<file path="src/rtl/core/gost_pkg.sv">
`timescale 1ns / 1ps
// gost_pkg: shared types, codes and the round function of the gost block cipher engine
// no dependencies

package gost_pkg;

  localparam int unsigned WORD_W   = 32;
  localparam int unsigned BLOCK_W  = 64;
  localparam int unsigned NUM_ROWS = 8;
  localparam int unsigned NIB_W    = 4;
  localparam int unsigned ROT_L    = 11;

  localparam logic [WORD_W-1:0] GAMMA_ADD_LOW  = 32'h0101_0101;
  localparam logic [WORD_W-1:0] GAMMA_ADD_HIGH = 32'h0101_0104;

  // last round index for the full cipher and for the mac transform
  localparam logic [4:0] LAST_ROUND_FULL = 5'd31;
  localparam logic [4:0] LAST_ROUND_MAC  = 5'd15;
  // positions from here on take the key words in reverse order
  localparam logic [4:0] REVERSE_START   = 5'd24;

  typedef enum logic [1:0] {
    FUNC_ENCRYPT = 2'd0,
    FUNC_DECRYPT = 2'd1,
    FUNC_MAC     = 2'd2,
    FUNC_GAMMA   = 2'd3
  } func_t;

  typedef logic [NUM_ROWS-1:0][BLOCK_W-1:0] sbox_rows_t;
  typedef logic [7:0][WORD_W-1:0]           key_words_t;

  // add key, substitute each nibble through its row, rotate left by 11
  function automatic logic [WORD_W-1:0] round_fn(input logic [WORD_W-1:0] half,
                                                 input logic [WORD_W-1:0] key,
                                                 input sbox_rows_t rows);
    logic [WORD_W-1:0] sum;
    logic [WORD_W-1:0] sub;
    logic [NIB_W-1:0]  nib;
    sum = half + key;
    sub = '0;
    for (int i = 0; i < NUM_ROWS; i++) begin
      nib = sum[NIB_W*i +: NIB_W];
      sub[NIB_W*i +: NIB_W] = rows[i][NIB_W*nib +: NIB_W];
    end
    return {sub[WORD_W-ROT_L-1:0], sub[WORD_W-1:WORD_W-ROT_L]};
  endfunction

endpackage

</file>
<file path="src/rtl/core/gost_block_cipher_engine_top.sv">
`timescale 1ns / 1ps
// gost 28147-89 block cipher engine: one round unit reused under a small sequencer
// depends on gost_pkg
//
// rounds: encrypt, decrypt and gamma run 32 rounds, the mac transform 16 rounds, on the
//   single round unit doing one feistel round per cycle, then a flush state loads the
//   result into the output register
// a new transaction is taken only in the idle state, so input is not ready while rounds
//   run, and the flush waits as long as the output register still holds an unaccepted
//   result
// the next item is taken while a finished result still waits in the output register
// reset: synchronous active-high rst clears the sequencer, output valid and s-box rows

module gost_block_cipher_engine_top
  import gost_pkg::*;
(
  input  logic         clk,
  input  logic         rst,
  // input stream
  input  logic         s_axis_tvalid,
  output logic         s_axis_tready,
  // data_block[63:0], sync_value[127:64], key_words_0_1[191:128],
  // key_words_2_3[255:192], key_words_4_5[319:256], key_words_6_7[383:320]
  input  logic [383:0] s_axis_tdata,
  // func[1:0]
  input  logic [1:0]   s_axis_tuser,
  // result stream
  output logic         m_axis_tvalid,
  input  logic         m_axis_tready,
  // result_block[63:0]
  output logic [63:0]  m_axis_tdata,
  // s-box row configuration
  input  logic         cfg_we,
  input  logic [2:0]   cfg_index,
  input  logic [63:0]  cfg_data
);

  typedef enum logic [2:0] {
    ST_IDLE  = 3'b001,
    ST_RUN   = 3'b010,
    ST_FLUSH = 3'b100
  } state_t;

  state_t            state;
  sbox_rows_t        sbox_rows;
  key_words_t        key_words;
  logic [WORD_W-1:0] n1;
  logic [WORD_W-1:0] n2;
  logic [BLOCK_W-1:0] data_block;
  logic [4:0]        round_cnt;
  logic [4:0]        last_round;
  logic              decrypt;
  logic              gamma;
  logic [BLOCK_W-1:0] result;
  logic              result_valid;

  // input field views
  func_t              in_func;
  logic [BLOCK_W-1:0] in_data;
  logic [BLOCK_W-1:0] in_sync;

  assign in_func = func_t'(s_axis_tuser);
  assign in_data = s_axis_tdata[63:0];
  assign in_sync = s_axis_tdata[127:64];

  // gamma advance: low word mod 2^32, high word with end-around carry (mod 2^32-1)
  logic [WORD_W-1:0] adv_lo;
  logic [WORD_W:0]   adv_hi_sum;
  logic [WORD_W-1:0] adv_hi;

  assign adv_lo     = in_sync[WORD_W-1:0] + GAMMA_ADD_LOW;
  assign adv_hi_sum = {1'b0, in_sync[BLOCK_W-1:WORD_W]} + {1'b0, GAMMA_ADD_HIGH};
  assign adv_hi     = adv_hi_sum[WORD_W-1:0] + {{(WORD_W-1){1'b0}}, adv_hi_sum[WORD_W]};

  // key schedule: position runs backwards for decrypt, last eight positions reverse
  logic [4:0]        key_pos;
  logic [2:0]        key_idx;
  logic [WORD_W-1:0] round_key;
  logic [WORD_W-1:0] round_out;

  assign key_pos   = decrypt ? (LAST_ROUND_FULL - round_cnt) : round_cnt;
  assign key_idx   = (key_pos < REVERSE_START) ? key_pos[2:0] : ~key_pos[2:0];
  assign round_key = key_words[key_idx];
  assign round_out = round_fn(n1, round_key, sbox_rows) ^ n2;

  // output register is free when empty or being drained this cycle
  logic out_free;
  logic result_load;
  assign out_free      = !result_valid || m_axis_tready;
  assign result_load   = (state == ST_FLUSH) && out_free;
  assign s_axis_tready = (state == ST_IDLE);
  assign m_axis_tvalid = result_valid;
  assign m_axis_tdata  = result;

  // configuration writes
  always_ff @(posedge clk) begin
    if (rst) begin
      sbox_rows <= '0;
    end else if (cfg_we) begin
      sbox_rows[cfg_index] <= cfg_data;
    end
  end

  // sequencer and control
  always_ff @(posedge clk) begin
    if (rst) begin
      state        <= ST_IDLE;
      round_cnt    <= '0;
      result_valid <= 1'b0;
    end else begin
      // a new result replaces the one being drained in the same cycle
      if (result_load) begin
        result_valid <= 1'b1;
      end else if (m_axis_tready) begin
        result_valid <= 1'b0;
      end
      unique case (state)
        ST_IDLE: begin
          if (s_axis_tvalid) begin
            state     <= ST_RUN;
            round_cnt <= '0;
          end
        end
        ST_RUN: begin
          round_cnt <= round_cnt + 5'd1;
          if (round_cnt == last_round) begin
            state <= ST_FLUSH;
          end
        end
        ST_FLUSH: begin
          if (out_free) begin
            state <= ST_IDLE;
          end
        end
        default: begin
          state <= ST_IDLE;
        end
      endcase
    end
  end

  // datapath registers
  always_ff @(posedge clk) begin
    unique case (state)
      ST_IDLE: begin
        if (s_axis_tvalid) begin
          key_words  <= s_axis_tdata[383:128];
          data_block <= in_data;
          decrypt    <= (in_func == FUNC_DECRYPT);
          gamma      <= (in_func == FUNC_GAMMA);
          last_round <= (in_func == FUNC_MAC) ? LAST_ROUND_MAC : LAST_ROUND_FULL;
          if (in_func == FUNC_GAMMA) begin
            n1 <= adv_lo;
            n2 <= adv_hi;
          end else begin
            n1 <= in_data[WORD_W-1:0];
            n2 <= in_data[BLOCK_W-1:WORD_W];
          end
        end
      end
      ST_RUN: begin
        n1 <= round_out;
        n2 <= n1;
      end
      ST_FLUSH: begin
        if (out_free) begin
          // final block: high word n1, low word n2; gamma xors it onto the data
          result <= gamma ? (data_block ^ {n1, n2}) : {n1, n2};
        end
      end
      default: begin
      end
    endcase
  end

endmodule
</file>
<file path="config.mk">
export PLATFORM = sky130hd
export DESIGN_NAME = gost_block_cipher_engine_top
export DESIGN_NICKNAME = d
export VERILOG_FILES = /design/src/rtl/core/gost_pkg.sv /design/src/rtl/core/gost_block_cipher_engine_top.sv
export SDC_FILE = /design/constraint.sdc
export NUM_CORES = 2
export LEC_CHECK = 0
export ABC_AREA = 1
export ABC_CLOCK_PERIOD_IN_PS = 19700
export BUFFER_PORTS_ARGS = -buffer_cell sky130_fd_sc_hd__buf_2
export CAP_MARGIN = 15
export CORE_MARGIN = 2
export CORE_UTILIZATION = 50
export CTS_CLUSTER_DIAMETER = 120
export DETAILED_ROUTE_END_ITERATION = 10
export MAX_ROUTING_LAYER = met4
export PLACE_DENSITY = 0.71
export SYNTH_ARGS = -nofsm -noshare
export SYNTH_HDL_FRONTEND = slang
export SYNTH_SLANG_ARGS = --single-unit
</file>
<file path="constraint.sdc">
create_clock -name clk -period 19.7 [get_ports clk]
set_clock_uncertainty 0.2 [all_clocks]
set_input_delay 2.955 -clock clk [delete_from_list [all_inputs] [get_ports clk]]
set_output_delay 2.955 -clock clk [all_outputs]
set_load 0.1 [all_outputs]
</file>
After elaboration in Yosys (flattened, before gate mapping)
Index checks and enable logic that the tools add are counted.
W data, S select, Z words.

cells by class
  $add $sub $neg = 6
  $lt $le $gt $ge = 4
  equal/unequal tests = 10
  shift operators = 8
  muxes and demuxes = 23
  bitwise logic cells = 3
  reduce and logical (&&, ||, !) cells = 10

operators by type and width
  cell                      count
  $bwmux W512               1
  $shiftx A64 B7 Y4         8
  $demux W64 S3             1
  $mux W32                  5
  $mux W64                  2
  $pmux W32 S2              2
  $bmux W32 S3              1
  $xor A64 B64 Y64          1
  $add A32 B25 Y33 const B  1
  $add A32 B1 Y32           1
  $add A32 B25 Y32 const B  1
  $add A32 B32 Y32          1
  $xor A32 B32 Y32          1
  $mux W5                   3
  $mux W3                   4
  $pmux W5 S2               1
  $pmux W3 S3               1
  $lt A3 B4 Y1 const B      2
  $ne A2 B2 Y1 const B      3
  $reduce_and A2 Y1         3
  $add A5 B1 Y5 const B     1
  $eq A5 B5 Y1              1
  $lt A5 B5 Y1 const B      1
  $sub A5 B5 Y5 const A     1
  other kinds (13)          17

storage, ports and cells
  flip-flop bits (word level) = 976
  input port bits = 458
  output and inout port bits = 66
  word-level logic and storage cells = 90

Longest topological paths before layout
  depth in word-level cells = 10
  gate-level depth with buffers = 35

Worst setup path before layout
Ideal clock, no wire load.

  kind = input port to flip-flop
  from = in m_axis_tready
  to = reg n1[0] (enable)
  library setup time = 0.417 ns
  data arrival time = 20.097 ns
  slack = -1.014 ns
  stages on the path = 10
  buffers on the path = 0
  cells stage by stage = nor2_1 > inv_1 > nor2_1 > inv_1 > o21ai_0 > nor2_1 > inv_1 > nor2_1 > nor2_1 > inv_1

RTL lines
  item                  line                                 text
  from (decl)           gost_block_cipher_engine_top.sv:29   input logic m_axis_tready,
  to (signal assigned)  gost_block_cipher_engine_top.sv:153  n1 <= adv_lo;
  to (signal assigned)  gost_block_cipher_engine_top.sv:156  n1 <= in_data[WORD_W-1:0];
  to (signal assigned)  gost_block_cipher_engine_top.sv:162  n1 <= round_out;
  to (decl)             gost_block_cipher_engine_top.sv:47   logic [WORD_W-1:0] n1;

Worst setup path after layout
  from = reg decrypt
  to = reg n1[10], data pin

between the ends
  cells in the longest elaborated chain, start to end = 9

ends and longest elaborated chain
  item                                               line                                 text
  from (decl)                                        gost_block_cipher_engine_top.sv:52   logic decrypt;
  from (signal assigned)                             gost_block_cipher_engine_top.sv:149  decrypt <= (in_func == FUNC_DECRYPT);
  $mux W5 *                                          gost_block_cipher_engine_top.sv:81   assign key_pos = decrypt ? (LAST_ROUND_FULL - round_cnt) : round_cnt;
  $lt A5 B5 Y1 / $not A3 Y3 (equally long branches)  gost_block_cipher_engine_top.sv:82   assign key_idx = (key_pos < REVERSE_START) ? key_pos[2:0] : ~key_pos[2:0];
  $mux W3 *                                          gost_block_cipher_engine_top.sv:82
  $bmux W32 S3 *                                     gost_block_cipher_engine_top.sv:83   assign round_key = key_words[key_idx];
  $mux W32 (implied by the code) *                   gost_block_cipher_engine_top.sv:83
  $add A32 B32 Y32 *                                 gost_pkg.sv:39                       sum = half + key;
  $shiftx A64 B7 Y4 *                                gost_pkg.sv:43                       sub[NIB_W*i +: NIB_W] = rows[i][NIB_W*nib +: NIB_W];
  $xor A32 B32 Y32 *                                 gost_block_cipher_engine_top.sv:84   assign round_out = round_fn(n1, round_key, sbox_rows) ^ n2;
  $pmux W32 S2 *                                     gost_block_cipher_engine_top.sv:144  unique case (state)

Every way passes the cells marked *; elsewhere a longest branch is shown, timed or not. The select of a mux whose other input is x is not followed.
A chain may end at the register's enable or synchronous reset.

==> report_table.html <==
<table>
<tr><th>Metric</th><th>Value</th></tr>
<tr><th colspan="2">Worst setup path</th></tr>
<tr><td>Critical path data arrival time</td><td>7.35 ns</td></tr>
<tr><td>Worst setup path category</td><td>flip-flop to flip-flop</td></tr>
<tr><td>Critical path fanouts, max</td><td>74</td></tr>
<tr><td>Critical path buffer and inverter count</td><td>2</td></tr>
<tr><td>Most frequent CP cell</td><td>nand3_1</td></tr>
<tr><td>Crit path launch</td><td>decrypt$_DFFE_PP_</td></tr>
<tr><td>Cell with the largest stage delay on the worst path</td><td>nand2_1</td></tr>
<tr><td>CP cell instances</td><td>inv_1 &gt; o21ai_0 &gt; nand3_1 &gt; nand2_4 &gt; buf_4 &gt; nand2_1 &gt; nand3_1 &gt; nand3_1 &gt; nand2_1 &gt; ha_1 &gt; a21oi_1 &gt; nand2_1 &gt; nand2_1 &gt; nand2_1 &gt; a21oi_1 &gt; nand3_1 &gt; nand2_1 &gt; nand2_1 &gt; nand3_1 &gt; nand3_1 &gt; nand3_1 &gt; nand3_1 &gt; nand3_1 &gt; nand2_1</td></tr>
<tr><td>Largest stage delay on the critical path</td><td>1.02 ns</td></tr>
<tr><td>Required @ worst endpoint</td><td>19.94 ns</td></tr>
<tr><td>Startpoint type of the worst setup path</td><td>flip-flop</td></tr>
<tr><td>Category of cells accounting for the largest share of critical-path delay</td><td>simple AND/OR/NAND/NOR gates</td></tr>
<tr><td>Launching point of the worst reg2reg path</td><td>decrypt$_DFFE_PP_</td></tr>
<tr><td>Element type at the critical path end</td><td>flip-flop</td></tr>
<tr><th colspan="2">Finish</th></tr>
<tr><td>Area growth from synthesis to final layout</td><td>14.75%</td></tr>
<tr><td>Number of nets in the finished design</td><td>6,678</td></tr>
<tr><td>Share of final-layout standard cells stronger than drive strength 1</td><td>0.1310</td></tr>
<tr><td>Fill cell total of the finished layout</td><td>roughly 8,300</td></tr>
<tr><td>Post-route cell area</td><td>53,190 sq um</td></tr>
<tr><td>Sequential cell area</td><td>between 20,000 and 25,000 sq um</td></tr>
<tr><td>Final std cells w/o fill</td><td>between 7,000 and 8,000</td></tr>
<tr><td>Most common library cell in the layout ignoring fill and taps</td><td>nand2_1</td></tr>
<tr><td>Multi-input gate area</td><td>between 15,000 and 20,000 sq um</td></tr>
<tr><td>Highest-count cells in the layout ignoring fill and taps</td><td>nand2_1, nor2_1, o21ai_0</td></tr>
<tr><th colspan="2">Timing</th></tr>
<tr><td>Setup repair after global routing missed its margin</td><td>false</td></tr>
<tr><td>Min Tclk post-route</td><td>between 7 and 8 ns</td></tr>
<tr><td>Ratio of final minimum period to clock period</td><td>0.3609</td></tr>
<tr><td>Max frequency</td><td>0.1407 GHz</td></tr>
<tr><td>Worst slew margin</td><td>0.1294</td></tr>
<tr><td>Max-slew violations</td><td>0</td></tr>
<tr><td># setup viols final</td><td>0</td></tr>
<tr><td>Final count of hold timing violations</td><td>0</td></tr>
<tr><td>Worst-margin pin slew</td><td>1.305 ns</td></tr>
<tr><td>Setup TNS Final</td><td>0 ns</td></tr>
<tr><th colspan="2">Route</th></tr>
<tr><td>Via count</td><td>42,780</td></tr>
<tr><td>Length of routed wiring on met1</td><td>67,470 um</td></tr>
<tr><td>Routed vias/inst</td><td>approximately 5.7</td></tr>
<tr><td>Top Metal Used</td><td>met4</td></tr>
<tr><td>Drt pass-1 iters</td><td>7</td></tr>
<tr><td>Average routed wire per standard cell</td><td>22.74 um</td></tr>
<tr><td>Residual DRC</td><td>0</td></tr>
<tr><td>Starting DRT DRC Count</td><td>6,040</td></tr>
<tr><td>Post-detailed-route count of antenna-violating nets</td><td>0</td></tr>
<tr><td>Total Routed Length</td><td>171,600 um</td></tr>
<tr><td>Detailed route wirelength on metal2</td><td>75,830 um</td></tr>
<tr><td>Met3 wire len</td><td>approximately 17,000 um</td></tr>
<tr><th colspan="2">Synthesis</th></tr>
<tr><td>Syn nets</td><td>6,349</td></tr>
<tr><td>Instance count of the mapped netlist</td><td>5,852</td></tr>
<tr><td>Synthesized cell area</td><td>46,350 sq um</td></tr>
<tr><td>Synth Register Bits</td><td>972</td></tr>
<tr><td>Mean area per synthesized cell</td><td>7.920 sq um</td></tr>
<tr><td>Post-synthesis cell type count</td><td>~50</td></tr>
<tr><td>Share of async-settable or async-resettable flops after synthesis</td><td>0</td></tr>
<tr><td>Yosys Warn Count</td><td>0</td></tr>
<tr><td>Post-synth EDFFs</td><td>451</td></tr>
<tr><td>Proportion of synthesized chip area in sequential cells</td><td>0.5172</td></tr>
<tr><td>Synth Flop Type</td><td>dfxtp_1</td></tr>
<tr><th colspan="2">CTS</th></tr>
<tr><td>Clock Path Buffers</td><td>3</td></tr>
<tr><td>Clock buffer count from CTS</td><td>roughly 100</td></tr>
<tr><td>Clock tree sinks</td><td>around 970</td></tr>
<tr><td>Insertion delay of the later-clocked pin in the worst-skew pair</td><td>about 0.7 ns</td></tr>
<tr><td>CTS H-tree lvls</td><td>3</td></tr>
<tr><td>Clock transition at path regs</td><td>0.06 ns</td></tr>
<tr><td>Cts repair resizes</td><td>0</td></tr>
<tr><td>TritonCTS clock tree</td><td>yes</td></tr>
<tr><td>Number of hold buffers added after cts</td><td>0</td></tr>
<tr><td>Setup repair bufs after CTS</td><td>0</td></tr>
<tr><td>CTS Root Cell</td><td>clkbuf_16</td></tr>
<tr><th colspan="2">Floorplan</th></tr>
<tr><td>Starting utilization of the core area</td><td>0.5049</td></tr>
<tr><td>CORE AREA</td><td>roughly 92,000 sq um</td></tr>
<tr><td>Chip Height</td><td>308.5 um</td></tr>
<tr><td>Number of ports placed on the die boundary</td><td>524</td></tr>
<tr><td>Die W</td><td>slightly above 300 um</td></tr>
<tr><td>Standard-cell row count</td><td>111</td></tr>
<tr><td>Area of the die</td><td>95,150 sq um</td></tr>
<tr><th colspan="2">Job</th></tr>
<tr><td>Number of max-cap violations</td><td>0</td></tr>
<tr><th colspan="2">Placement</th></tr>
<tr><td>Final weighted congestion in routability-driven placement</td><td>roughly 0.98</td></tr>
<tr><td>Placed wire-length estimate after detailed placement</td><td>roughly 120,000 um</td></tr>
<tr><td>Number of placed cells counting well taps</td><td>7,318</td></tr>
<tr><td>Area after DPL</td><td>49,660 sq um</td></tr>
<tr><td>Quantity of I/O buffers inserted on ports</td><td>523</td></tr>
<tr><th colspan="2">Global routing</th></tr>
<tr><td>Number of global-route vias before repair</td><td>38,609</td></tr>
<tr><td>Total GRT Usage</td><td>0.3624</td></tr>
<tr><td>Initial antenna violation count</td><td>38</td></tr>
<tr><td>Largest net degree at the start of global routing</td><td>191</td></tr>
<tr><td>Wire length of the first global-routing pass</td><td>approximately 250,000 um</td></tr>
<tr><td>Total gr overflow</td><td>0</td></tr>
<tr><th colspan="2">Hold path</th></tr>
<tr><td>Hold Path Origin</td><td>sbox_rows[4]$_SDFFE_PP0P_</td></tr>
<tr><td>Path class of the lowest-slack min-delay path</td><td>flip-flop to flip-flop</td></tr>
<tr><th colspan="2">Run status</th></tr>
<tr><td>Status</td><td>finished clean</td></tr>
</table>
==> through the flow <==
step                hold slack, ns  utilization  setup slack (ns)
finish                      0.2511       0.5794             12.59
global route                0.2676       0.5791             12.09
CTS                         0.2532       0.5778             12.79
detailed placement          0.2437       0.5410             12.47
global placement            0.2389       0.5410             12.53
floorplan                   0.2297            -             5.031
==> state kept, by name, indices dropped and copies added (netlist names) <==
signal	count
decrypt	1
n1	32
m_axis_tvalid	1
state	3
n2	32
gamma	1
round_cnt	5
key_words	256
data_block	64
last_round	1
m_axis_tdata	64
sbox_rows	512
==> path summary, 6_finish.rpt <==
kind | to | slack [ns] | cells past startpoint
min reg2reg | sbox_rows[4]$_SDFFE_PP0P_ | 0.25 | 2
min | sbox_rows[4]$_SDFFE_PP0P_ | 0.25 | 2
max | n1[10]$_DFFE_PP_ | 12.59 | 24
max reg2reg | n1[10]$_DFFE_PP_ | 12.59 | 24
==> worst reg2reg max path, stage by stage (launching register included) <==
cell and delay, ns:
edfxtp_1 0.41, inv_1 0.08, o21ai_0 0.28, nand3_1 0.19, nand2_4 0.48, buf_4 0.72
nand2_1 0.17, nand3_1 0.12, nand3_1 0.19, nand2_1 0.28, ha_1 0.35, a21oi_1 0.24
nand2_1 0.11, nand2_1 0.07, nand2_1 0.05, a21oi_1 0.41, nand3_1 0.60, nand2_1 1.02
nand2_1 0.12, nand3_1 0.12, nand3_1 0.10, nand3_1 0.17, nand3_1 0.10, nand3_1 0.22
nand2_1 0.08
==> cell families after synthesis <==
logic type | Yosys count | synth area share
XOR/XNOR | 140 | 0.02759
adder cells (fa/ha/maj) | 39 | 0.01069
buffers and inverters | 796 | 0.06617
flip-flops | 972 | 0.5172
AND/OR/NAND/NOR | 2841 | 0.2538
AO/OA/AOI/OAI | 1036 | 0.1185
multiplexers | 28 | 0.006047
==> per-layer routing <==
metal  global-route usage  vias up
li1                     -    20053
met1               0.4722    19911
met2               0.5362     2357
met3              0.06349      459
met4               0.2007        0
met5                    -        -
==> cell usage after synthesis, types with 10 or more instances <==
cell         n  area [sq um]
ha_1        38         475.5
nand2_2     12         75.07
inv_1      443          1663
nand4_1     26         162.7
buf_1       50         187.7
mux2i_1     28         280.3
nand3_1    649          3248
dfxtp_1    521         10430
nor2_1     895          3359
o21ai_0    653          3268
nand3b_1    10         75.07
nor3_1      26         130.1
o21bai_1    25         187.7
buf_2       45         225.2
clkbuf_1   244         915.9
nand2_1   1182          4437
o211ai_1    51         382.9
a21oi_1    250          1251
xor2_1     117          1025
or2_2       21         131.4
o21a_1      12         90.09
a31oi_1     10         62.56
edfxtp_1   451         13540
xnor2_1     16         140.1
==> cell type report <==
class,count,share of cell area
Timing Repair Buffer,569,0.05655
Clock buffer,137,0.05392
Multi-Input combinational cell,4084,0.3661
Tap cell,1243,0.02924
Sequential cell,972,0.4507
Inverter,452,0.03204
Clock inverter,51,0.009575
Antenna cell,39,0.001835
Power is left out: the tool's default activity adds up to more than one toggle a clock period on the data nets, which glitch-free logic cannot reach.
